$ cat src/design/mpi_pkg.sv
// Package for the modular power and inverse block.
// Holds the sequencer state type and the fixed operand widths; no dependencies.
package mpi_pkg;

    localparam int unsigned VAL_W = 31;
    localparam int unsigned EXP_IN_W = 32;
    localparam int unsigned CNT_W = 5;

    typedef enum logic [2:0] {
        S_IDLE,
        S_REDUCE,
        S_SCAN,
        S_MUL_ACC,
        S_SQUARE,
        S_FINISH
    } t_state;

    localparam logic OP_POWER = 1'b0;
    localparam logic OP_INVERSE = 1'b1;

endpackage

$ cat src/design/mpi_modmul.sv
// Iterative modular multiplier, one bit of the multiplier operand per cycle.
// Depends on mpi_pkg for the operand width.
module mpi_modmul
    import mpi_pkg::*;
(
    input  logic             i_clk,
    input  logic             i_rst_n,
    input  logic             i_start,
    input  logic [VAL_W-1:0] i_a,
    input  logic [VAL_W-1:0] i_b,
    input  logic [VAL_W-1:0] i_m,
    output logic             o_done,
    output logic [VAL_W-1:0] o_prod
);

    // The a operand must not exceed the modulus; b may be any value.
    logic             r_busy;
    logic             r_done;
    logic [CNT_W-1:0] r_cnt;
    logic [VAL_W-1:0] r_acc;
    logic [VAL_W-1:0] r_a;
    logic [VAL_W-1:0] r_b;
    logic [VAL_W-1:0] r_m;

    logic [VAL_W:0] w_dbl;
    logic [VAL_W:0] w_dbl_red;
    logic [VAL_W:0] w_sum;
    logic [VAL_W:0] w_sum_red;

    always_comb begin
        w_dbl = {r_acc, 1'b0};
        if (w_dbl >= {1'b0, r_m}) begin
            w_dbl_red = w_dbl - {1'b0, r_m};
        end else begin
            w_dbl_red = w_dbl;
        end
        w_sum = w_dbl_red + (r_b[VAL_W-1] ? {1'b0, r_a} : '0);
        if (w_sum >= {1'b0, r_m}) begin
            w_sum_red = w_sum - {1'b0, r_m};
        end else begin
            w_sum_red = w_sum;
        end
    end

    always_ff @(posedge i_clk) begin
        if (!i_rst_n) begin
            r_busy <= 1'b0;
            r_done <= 1'b0;
            r_cnt  <= '0;
        end else begin
            r_done <= 1'b0;
            if (i_start) begin
                r_busy <= 1'b1;
                r_cnt  <= CNT_W'(VAL_W - 1);
            end else if (r_busy) begin
                r_cnt <= r_cnt - 1'b1;
                if (r_cnt == '0) begin
                    r_busy <= 1'b0;
                    r_done <= 1'b1;
                end
            end
        end
    end

    always_ff @(posedge i_clk) begin
        if (i_start) begin
            r_acc <= '0;
            r_a   <= i_a;
            r_b   <= i_b;
            r_m   <= i_m;
        end else if (r_busy) begin
            r_acc <= w_sum_red[VAL_W-1:0];
            r_b   <= {r_b[VAL_W-2:0], 1'b0};
        end
    end

    assign o_done = r_done;
    assign o_prod = r_acc;

endmodule

$ cat src/design/modular_power_and_inverse_top.sv
// Top level of the modular power and inverse block: sequencer, exponent
// register and output register around the shared multiplier mpi_modmul.
// Depends on mpi_pkg.

// The block computes base to the power exponent modulo modulus (operation 0),
// or the Fermat inverse of base, using exponent modulus minus two (operation 1),
// which is correct only for a prime modulus and is not checked. An effective
// exponent of zero returns 1 for any modulus, and an inverse with a modulus
// below three returns 1. One transfer in gives exactly one transfer out. The
// block works on one item at a time and stalls its input until the result has
// been placed in the output register; a waiting result does not block the next
// input transfer. Every modular multiplication goes through one shared
// shift-add unit. An item passes through the input transfer, a reduction of
// the base, a scan of each exponent bit up to the highest set bit of the
// effective exponent, a squaring for every bit below that highest set bit, a
// multiplication for every set bit, and the load of the output register. A
// zero exponent or a zero modulus skips the multiplications. Only the low
// EXPONENT_BITS bits of the effective exponent are used.
module modular_power_and_inverse_top
    import mpi_pkg::*;
#(
    parameter int unsigned EXPONENT_BITS = 32
) (
    input  logic                i_clk,
    input  logic                i_rst_n,
    input  logic                i_in_valid,
    output logic                o_in_stall,
    input  logic                i_operation,
    input  logic [VAL_W-1:0]    i_base,
    input  logic [EXP_IN_W-1:0] i_exponent,
    input  logic [VAL_W-1:0]    i_modulus,
    output logic                o_out_valid,
    input  logic                i_out_stall,
    output logic [VAL_W-1:0]    o_result
);

    t_state r_state;
    t_state n_state;

    // Exponent is consumed from its least significant bit; r_sq holds the
    // running square and r_acc the running product.
    logic [EXPONENT_BITS-1:0] r_exp;
    logic [EXPONENT_BITS-1:0] n_exp;
    logic [VAL_W-1:0]         r_acc;
    logic [VAL_W-1:0]         n_acc;
    logic [VAL_W-1:0]         r_sq;
    logic [VAL_W-1:0]         n_sq;
    logic [VAL_W-1:0]         r_m;
    logic [VAL_W-1:0]         n_m;
    logic [VAL_W-1:0]         r_res;
    logic [VAL_W-1:0]         n_res;
    logic                     r_out_valid;
    logic                     n_out_valid;
    logic                     r_issued;
    logic                     n_issued;

    logic                 w_in_take;
    logic                 w_out_free;
    logic [EXP_IN_W-1:0]  w_exp_in;
    logic [63:0]          w_exp_wide;
    logic [EXPONENT_BITS-1:0] w_exp_eff;

    logic             w_mul_start;
    logic [VAL_W-1:0] w_mul_a;
    logic [VAL_W-1:0] w_mul_b;
    logic             w_mul_done;
    logic [VAL_W-1:0] w_mul_prod;

    assign w_in_take  = i_in_valid && (r_state == S_IDLE);
    assign w_out_free = !r_out_valid || !i_out_stall;

    // Effective exponent: the given one, or modulus minus two for the inverse.
    always_comb begin
        if (i_operation == OP_INVERSE) begin
            if (i_modulus < VAL_W'(3)) begin
                w_exp_in = '0;
            end else begin
                w_exp_in = {1'b0, i_modulus - VAL_W'(2)};
            end
        end else begin
            w_exp_in = i_exponent;
        end
        w_exp_wide = {32'd0, w_exp_in};
        w_exp_eff  = w_exp_wide[EXPONENT_BITS-1:0];
    end

    mpi_modmul u_modmul (
        .i_clk   (i_clk),
        .i_rst_n (i_rst_n),
        .i_start (w_mul_start),
        .i_a     (w_mul_a),
        .i_b     (w_mul_b),
        .i_m     (r_m),
        .o_done  (w_mul_done),
        .o_prod  (w_mul_prod)
    );

    // Next state and next values of the data registers.
    always_comb begin
        n_state     = r_state;
        n_exp       = r_exp;
        n_acc       = r_acc;
        n_sq        = r_sq;
        n_m         = r_m;
        n_res       = r_res;
        n_out_valid = r_out_valid && i_out_stall;
        n_issued    = r_issued;
        case (r_state)
            S_IDLE: begin
                if (w_in_take) begin
                    n_exp = w_exp_eff;
                    n_sq  = i_base;
                    n_m   = i_modulus;
                    if (w_exp_eff == '0) begin
                        n_acc   = VAL_W'(1);
                        n_state = S_FINISH;
                    end else if (i_modulus == '0) begin
                        // Out of range modulus: no reduction is possible.
                        n_acc   = '0;
                        n_state = S_FINISH;
                    end else begin
                        n_acc   = VAL_W'(1);
                        n_state = S_REDUCE;
                    end
                end
            end
            S_REDUCE: begin
                n_issued = 1'b1;
                if (w_mul_done) begin
                    n_sq     = w_mul_prod;
                    n_issued = 1'b0;
                    n_state  = S_SCAN;
                end
            end
            S_SCAN: begin
                if (r_exp[0]) begin
                    n_state = S_MUL_ACC;
                end else begin
                    n_state = S_SQUARE;
                end
            end
            S_MUL_ACC: begin
                n_issued = 1'b1;
                if (w_mul_done) begin
                    n_acc    = w_mul_prod;
                    n_issued = 1'b0;
                    if (r_exp[EXPONENT_BITS-1:1] == '0) begin
                        n_state = S_FINISH;
                    end else begin
                        n_state = S_SQUARE;
                    end
                end
            end
            S_SQUARE: begin
                n_issued = 1'b1;
                if (w_mul_done) begin
                    n_sq     = w_mul_prod;
                    n_exp    = {1'b0, r_exp[EXPONENT_BITS-1:1]};
                    n_issued = 1'b0;
                    n_state  = S_SCAN;
                end
            end
            S_FINISH: begin
                if (w_out_free) begin
                    n_res       = r_acc;
                    n_out_valid = 1'b1;
                    n_state     = S_IDLE;
                end
            end
            default: begin
                n_state = S_IDLE;
            end
        endcase
    end

    // Multiplier launch and operand selection. The unit latches its operands
    // at launch, and r_issued keeps a launch to a single cycle per state.
    always_comb begin
        w_mul_start = 1'b0;
        w_mul_a     = r_acc;
        w_mul_b     = r_sq;
        case (r_state)
            S_REDUCE: begin
                w_mul_start = !r_issued;
                w_mul_a     = VAL_W'(1);
                w_mul_b     = r_sq;
            end
            S_MUL_ACC: begin
                w_mul_start = !r_issued;
                w_mul_a     = r_acc;
                w_mul_b     = r_sq;
            end
            S_SQUARE: begin
                w_mul_start = !r_issued;
                w_mul_a     = r_sq;
                w_mul_b     = r_sq;
            end
            default: begin
                w_mul_start = 1'b0;
            end
        endcase
    end

    always_ff @(posedge i_clk) begin
        if (!i_rst_n) begin
            r_state     <= S_IDLE;
            r_out_valid <= 1'b0;
            r_issued    <= 1'b0;
        end else begin
            r_state     <= n_state;
            r_out_valid <= n_out_valid;
            r_issued    <= n_issued;
        end
    end

    always_ff @(posedge i_clk) begin
        r_exp <= n_exp;
        r_acc <= n_acc;
        r_sq  <= n_sq;
        r_m   <= n_m;
        r_res <= n_res;
    end

    assign o_in_stall  = (r_state != S_IDLE);
    assign o_out_valid = r_out_valid;
    assign o_result    = r_res;

endmodule

$ cat config.mk
export PLATFORM = sky130hd
export DESIGN_NAME = modular_power_and_inverse_top
export DESIGN_NICKNAME = d
export VERILOG_FILES = /design/src/design/mpi_pkg.sv /design/src/design/mpi_modmul.sv /design/src/design/modular_power_and_inverse_top.sv
export SDC_FILE = /design/constraint.sdc
export NUM_CORES = 1
export LEC_CHECK = 0
export BUFFER_PORTS_ARGS = -buffer_cell sky130_fd_sc_hd__buf_2
export CORE_MARGIN = 4
export CORE_UTILIZATION = 40
export CTS_CLUSTER_DIAMETER = 30
export CTS_CLUSTER_SIZE = 12
export DETAILED_ROUTE_END_ITERATION = 6
export PLACE_DENSITY = 0.59
export SETUP_SLACK_MARGIN = 0.15
export SLEW_MARGIN = 20
export SYNTH_ARGS = -nofsm -noshare
export SYNTH_HDL_FRONTEND = slang
export SYNTH_SLANG_ARGS = --single-unit
$ cat constraint.sdc
create_clock -name i_clk -period 8.85 [get_ports i_clk]
set_input_delay 0.885 -clock i_clk [delete_from_list [all_inputs] [get_ports i_clk]]
set_output_delay 0.885 -clock i_clk [all_outputs]
set_load 0.01 [all_outputs]
# == After elaboration in Yosys (flattened, before gate mapping) ==
# Cells that the tools add are included.
# W data, S select, Z words.
# totals
out_inout_bits,33
input_bits,99
ff_bits,292
word_cells,99
# op_classes
mux,37
bitwise,2
magnitude_cmp,3
n_eq_ne,10
addsub,5
n_reduce_logical,26
# op_table
cell,count
$mux W31,8
$pmux W31 S2,3
$mux W32,4
$ge A32 B31 Y1,2
$pmux W32 S2,1
$logic_not A31 Y1,2
$add A32 B31 Y32,1
$logic_not A32 Y1,1
$sub A32 B31 Y32,1
$lt A31 B2 Y1 const B,1
$sub A31 B2 Y31 const B,1
$sub A31 B31 Y31,1
$mux W3,7
$pmux W3 S5,1
$mux W1,11
$mux W5,2
$reduce_and A3 Y1,3
$reduce_bool A2 Y1,4
$eq A3 B2 Y1 const B,2
$eq A3 B3 Y1 const B,2
$ne A2 B1 Y1 const B,3
$reduce_or A3 Y1,2
$logic_not A5 Y1,1
$sub A5 B1 Y5 const B,1
other kinds (11),18

# == Longest topological paths before layout ==
# depth
depth_word,7
mapped_depth,36
depth_no_buf,32

# == Hierarchy ==
# A second synthesis with hierarchy kept.
# hier_totals
cells_unflattened,1773
area_unflattened_um2,17888.4
# by_module_without_submodules
mod,cells_per_inst,area_per_inst_um2,instances,seq_area_each_um2
mpi_modmul,1120,10311.1,1,3553.4
modular_power_and_inverse_top,653,7577.3,1,4784.6

# == Worst setup path before layout ==
# OpenSTA, ideal clock, no wires.
# synth_path
path_kind,reg2reg
from,register u_modmul.r_m[28]
to,register u_modmul.r_acc[24] (netlist: u_modmul.o_prod[24])
path_buffers,4
required_time_ns,8.764
path_stages_with_launch,34
setup_slack_ns,2.172
arrival_ns,6.592
path_cell_list,edfxtp_1 -> inv_1 -> ha_1 -> a21o_1 -> a21o_1 -> a221o_1 -> a211oi_1 -> o21a_1 -> clkbuf_1 -> nand2_1 -> o21ai_0 -> ha_1 -> nor2b_1 -> o31a_1 -> o41ai_1 -> a21boi_1 -> o41ai_2 -> o21ai_1 -> nor2_1 -> xnor2_1 -> ha_1 -> clkbuf_1 -> and3_1 -> and3_1 -> nand4_1 -> nor4_1 -> a211oi_1 -> a21oi_1 -> or3_1 -> or2_1 -> buf_2 -> buf_6 -> mux2i_1 -> a211oi_1
# synth_via
elab_chain_cells,5
word_cells_on_any_way,7
cone_classes,3 x add/sub; 2 x order compare; 2 x mux
# synth_lines
element,line,rtl
start: declaration,mpi_modmul.sv:23,logic [VAL_W-1:0] r_m;
start signal: assignment,mpi_modmul.sv:70,r_m <= i_m;
$sub A32 B31 Y32 / $ge A32 B31 Y1 (equally long branches),"mpi_modmul.sv:33, mpi_modmul.sv:32",
$mux W32,mpi_modmul.sv:32,"if (w_dbl >= {1'b0, r_m}) begin"
$add A32 B31 Y32,mpi_modmul.sv:37,"w_sum = w_dbl_red + (r_b[VAL_W-1] ? {1'b0, r_a} : '0);"
$ge A32 B31 Y1 / $sub A31 B31 Y31 (equally long branches),"mpi_modmul.sv:38, mpi_modmul.sv:39",
$mux W31 (*),mpi_modmul.sv:38,"if (w_sum >= {1'b0, r_m}) begin"
end signal: assignment,mpi_modmul.sv:72,r_acc <= w_sum_red[VAL_W-1:0];
end: declaration,mpi_modmul.sv:20,logic [VAL_W-1:0] r_acc;
# Mark *: on every way between the ends. The rest lies on a longest branch, timed or not.
# A chain may end at the register's enable or synchronous reset.

# == Worst setup path after layout ==
# layout_path
from,register u_modmul.r_m[18]
to,register u_modmul.r_acc[9] (netlist: u_modmul.o_prod[9])
# The elaborated chain is that of the path after synthesis.

==> flow_summary.json <==
{
  "status": "completed",
  "post_cts_buffers": 0,
  "cts_hold_buf": 0,
  "wire_per_inst_um": 19.6,
  "clk_pin_slew_worst_paths_ns": 0.05,
  "first_iter_violations": 910,
  "rsz0062_at_grt": "false",
  "num_rows": 76,
  "clock_sinks": 292,
  "grt_max_degree": 73,
  "antenna_cells": 0,
  "power_density_nw_per_um2": 477,
  "die-area_um2": 47500,
  "core_area_um2": 43400,
  "synth-warning-count": 0,
  "min_period_over_period": 0.908,
  "dpl.cell_count": 2491,
  "cp-end-kind": "flop",
  "avgViaCountPerCell": 5.47,
  "place.gp.congestion": 0.892,
  "leakage_nw": 8.75,
  "clk_latency_ns": 0.59,
  "overflow": 0,
  "ir_drop_mv": 0.240,
  "grt_use_total": 0.215,
  "port_buffers": 131,
  "cts_tree": "built",
  "cp.arrival_ns": 8.46,
  "required_ns": 9.28,
  "antenna_found_initial": 2,
  "clock.fmax_mhz": 125,
  "setup_viol": 0,
  "yosysTopAreaCell": "edfxtp_1",
  "slew_viol_final": 0,
  "async_flop_share": 0,
  "crit_slowest_cell": "or2_2",
  "io_pins": 132,
  "die_w_um": 218,
  "ctsLongestPathBuffers": 3,
  "path_delay_family": "compound AO/OA/AOI/OAI gates",
  "vias": 14400,
  "tightest_slew_ns": 1.08,
  "ant_nets": 0,
  "syn_area_um2": 17600,
  "dp_hpwl_um": 37200,
  "synth_top_area_frac": 0.424,
  "max_stage_delay_ns": 0.55,
  "area_growth_pct": 21.6,
  "synth_flop_cell": "edfxtp_1",
  "clockRootBuffer": "clkbuf_16",
  "hold_path.class": "flop to flop",
  "synth-seq-area-share": 0.473,
  "wirelength_um": 51500,
  "drc": 0,
  "instances_no_fill": 2629,
  "crit_fanout": 44,
  "cts.htree.levels": 3,
  "synth.distinct_cells": 86,
  "drive_gt1_frac": 0.155,
  "syn_nets": 2040,
  "synth_seq_cells": 292,
  "die_h_um": 218,
  "start_kind": "flop",
  "hold_violations": 0,
  "synth.avg_cell_area_um2": 9.57,
  "synthCells": 1841,
  "path_class": "flop to flop",
  "power_w": 0.0102,
  "period_minus_slack_ns": 8.03,
  "nets": 2182,
  "grt_pass1_vias": 14400,
  "fin_tns_setup_ns": 0,
  "drtPass1Iterations": 7,
  "path_buf_inv": 3,
  "fin_skew_ns": 0.0314,
  "synth_edf_count": 249,
  "grt_pass1_wl_um": 80300,
  "initial_core_util": 0.407,
  "drv_cap": 0,
  "cts_buffers": 74,
  "synth_area_leaders": "edfxtp_1 42%, nand2_1 6.9%, ha_1 6.9%, dfxtp_1 4.9%, a21oi_1 3.3%",
  "relSlewSlack": 0.264
}
-- state kept, by name (all words and copies together) (netlist names) --
register,cells
o_out_valid,1
o_result,31
u_modmul.r_busy,1
r_m,31
u_modmul.r_b,31
r_sq,31
u_modmul.o_prod,31
u_modmul.r_m,31
r_issued,1
u_modmul.r_a,31
u_modmul.o_done,1
u_modmul.r_cnt,5
r_acc,31
r_state,3
r_exp,32
-- routing by layer --
metal / global-route usage / up-vias / share of wire
met5: 0 / - / 0.00021
met3: 0.0348 / 82 / 0.051
met1: 0.304 / 6844 / 0.48
met2: 0.335 / 448 / 0.45
li1: - / 7007 / -
met4: 0.0746 / 2 / 0.026
-- worst paths after layout --
kind / from / end / cells after the start / slack, ns
setup / recovery: u_modmul.r_m[18] / u_modmul.o_prod[9] / 31 / 0.82
hold / removal: r_m[6] / u_modmul.r_m[6] / 0 / 0.41
setup reg to reg: u_modmul.r_m[18] / u_modmul.o_prod[9] / 31 / 0.82
hold reg to reg: r_m[6] / u_modmul.r_m[6] / 0 / 0.41
-- synth_stat cells (35+ instances only) --
cell and number:
nand2_1 324, edfxtp_1 249, a21oi_1 116, nor2_1 116, o21ai_0 111, ha_1 97, clkbuf_1 74, inv_1 71
and2_1 65, xnor2_1 64, xor2_1 46, dfxtp_1 43, a21o_1 35
-- logic make-up after synthesis --
kind of cell / count (synthesis) / synth area share
flip-flops: 292 / 0.473
XOR/XNOR: 111 / 0.0556
adder cells (fa/ha/maj): 100 / 0.0723
multiplexers: 9 / 0.00518
AO/OA/AOI/OAI: 468 / 0.172
buffers and inverters: 155 / 0.0338
AND/OR/NAND/NOR: 706 / 0.188
-- where the power goes --
| part | total [W] | leakage, nW | internal [W] | switching (W) |
|---|---|---|---|---|
| sequential | 0.00199 | 2.73 | 0.00181 | 0.000179 |
| combinational | 0.00550 | 4.80 | 0.00206 | 0.00344 |
| clock | 0.00274 | 1.22 | 0.00187 | 0.000867 |
| total | 0.0102 | 8.75 | 0.00574 | 0.00448 |
-- cell type report --
type                       count  area, um2
fill                        4055      21900
multi-input combinational   1394       8750
sequential                   292       8340
clock buffer                  83       1890
timing repair buffer         149        802
tap                          585        732
clock inverter                54        657
inverter                      72        272
-- layout by cell type (no fill, tap or decap), types with 9 or more instances in the layout --
master,instances
o21ai_1,25
nor3_1,30
buf_4,16
nand2b_1,16
and3_1,19
dfxtp_1,42
a22o_1,30
nor2_1,115
a21oi_1,114
bufinv_16,11
buf_2,131
nand4_1,21
inv_1,70
xor2_1,46
a211oi_1,15
a31oi_1,29
nor4_1,19
o21ai_0,111
a21o_1,34
inv_6,13
nand2_1,324
clkbuf_1,9
xnor2_1,64
edfxtp_1,249
and2_1,65
ha_1,97
nand3_1,31
nor2b_1,15
or3_1,12
o21bai_1,13
clkbuf_16,74
-- repair_timing --
action | 4_1_cts | 5_1_grt
setup endpoints to repair | 3 | 31
gates resized for setup | 1 | 4
cloned | 0 | 0
-- per-stage QoR --
stage	setup WS (ns)	utilization	area (um2)	hold WS [ns]
after detailed placement	0.105	0.435	18900	0.405
after floorplan	2.17	-	17600	0.400
final	0.818	0.494	21400	0.413
after global placement	0.241	0.435	18900	0.403
after CTS	0.293	0.493	21400	0.414
after global routing	0.156	0.494	21400	0.424
Note: power is estimated with default switching activity, not from simulation.
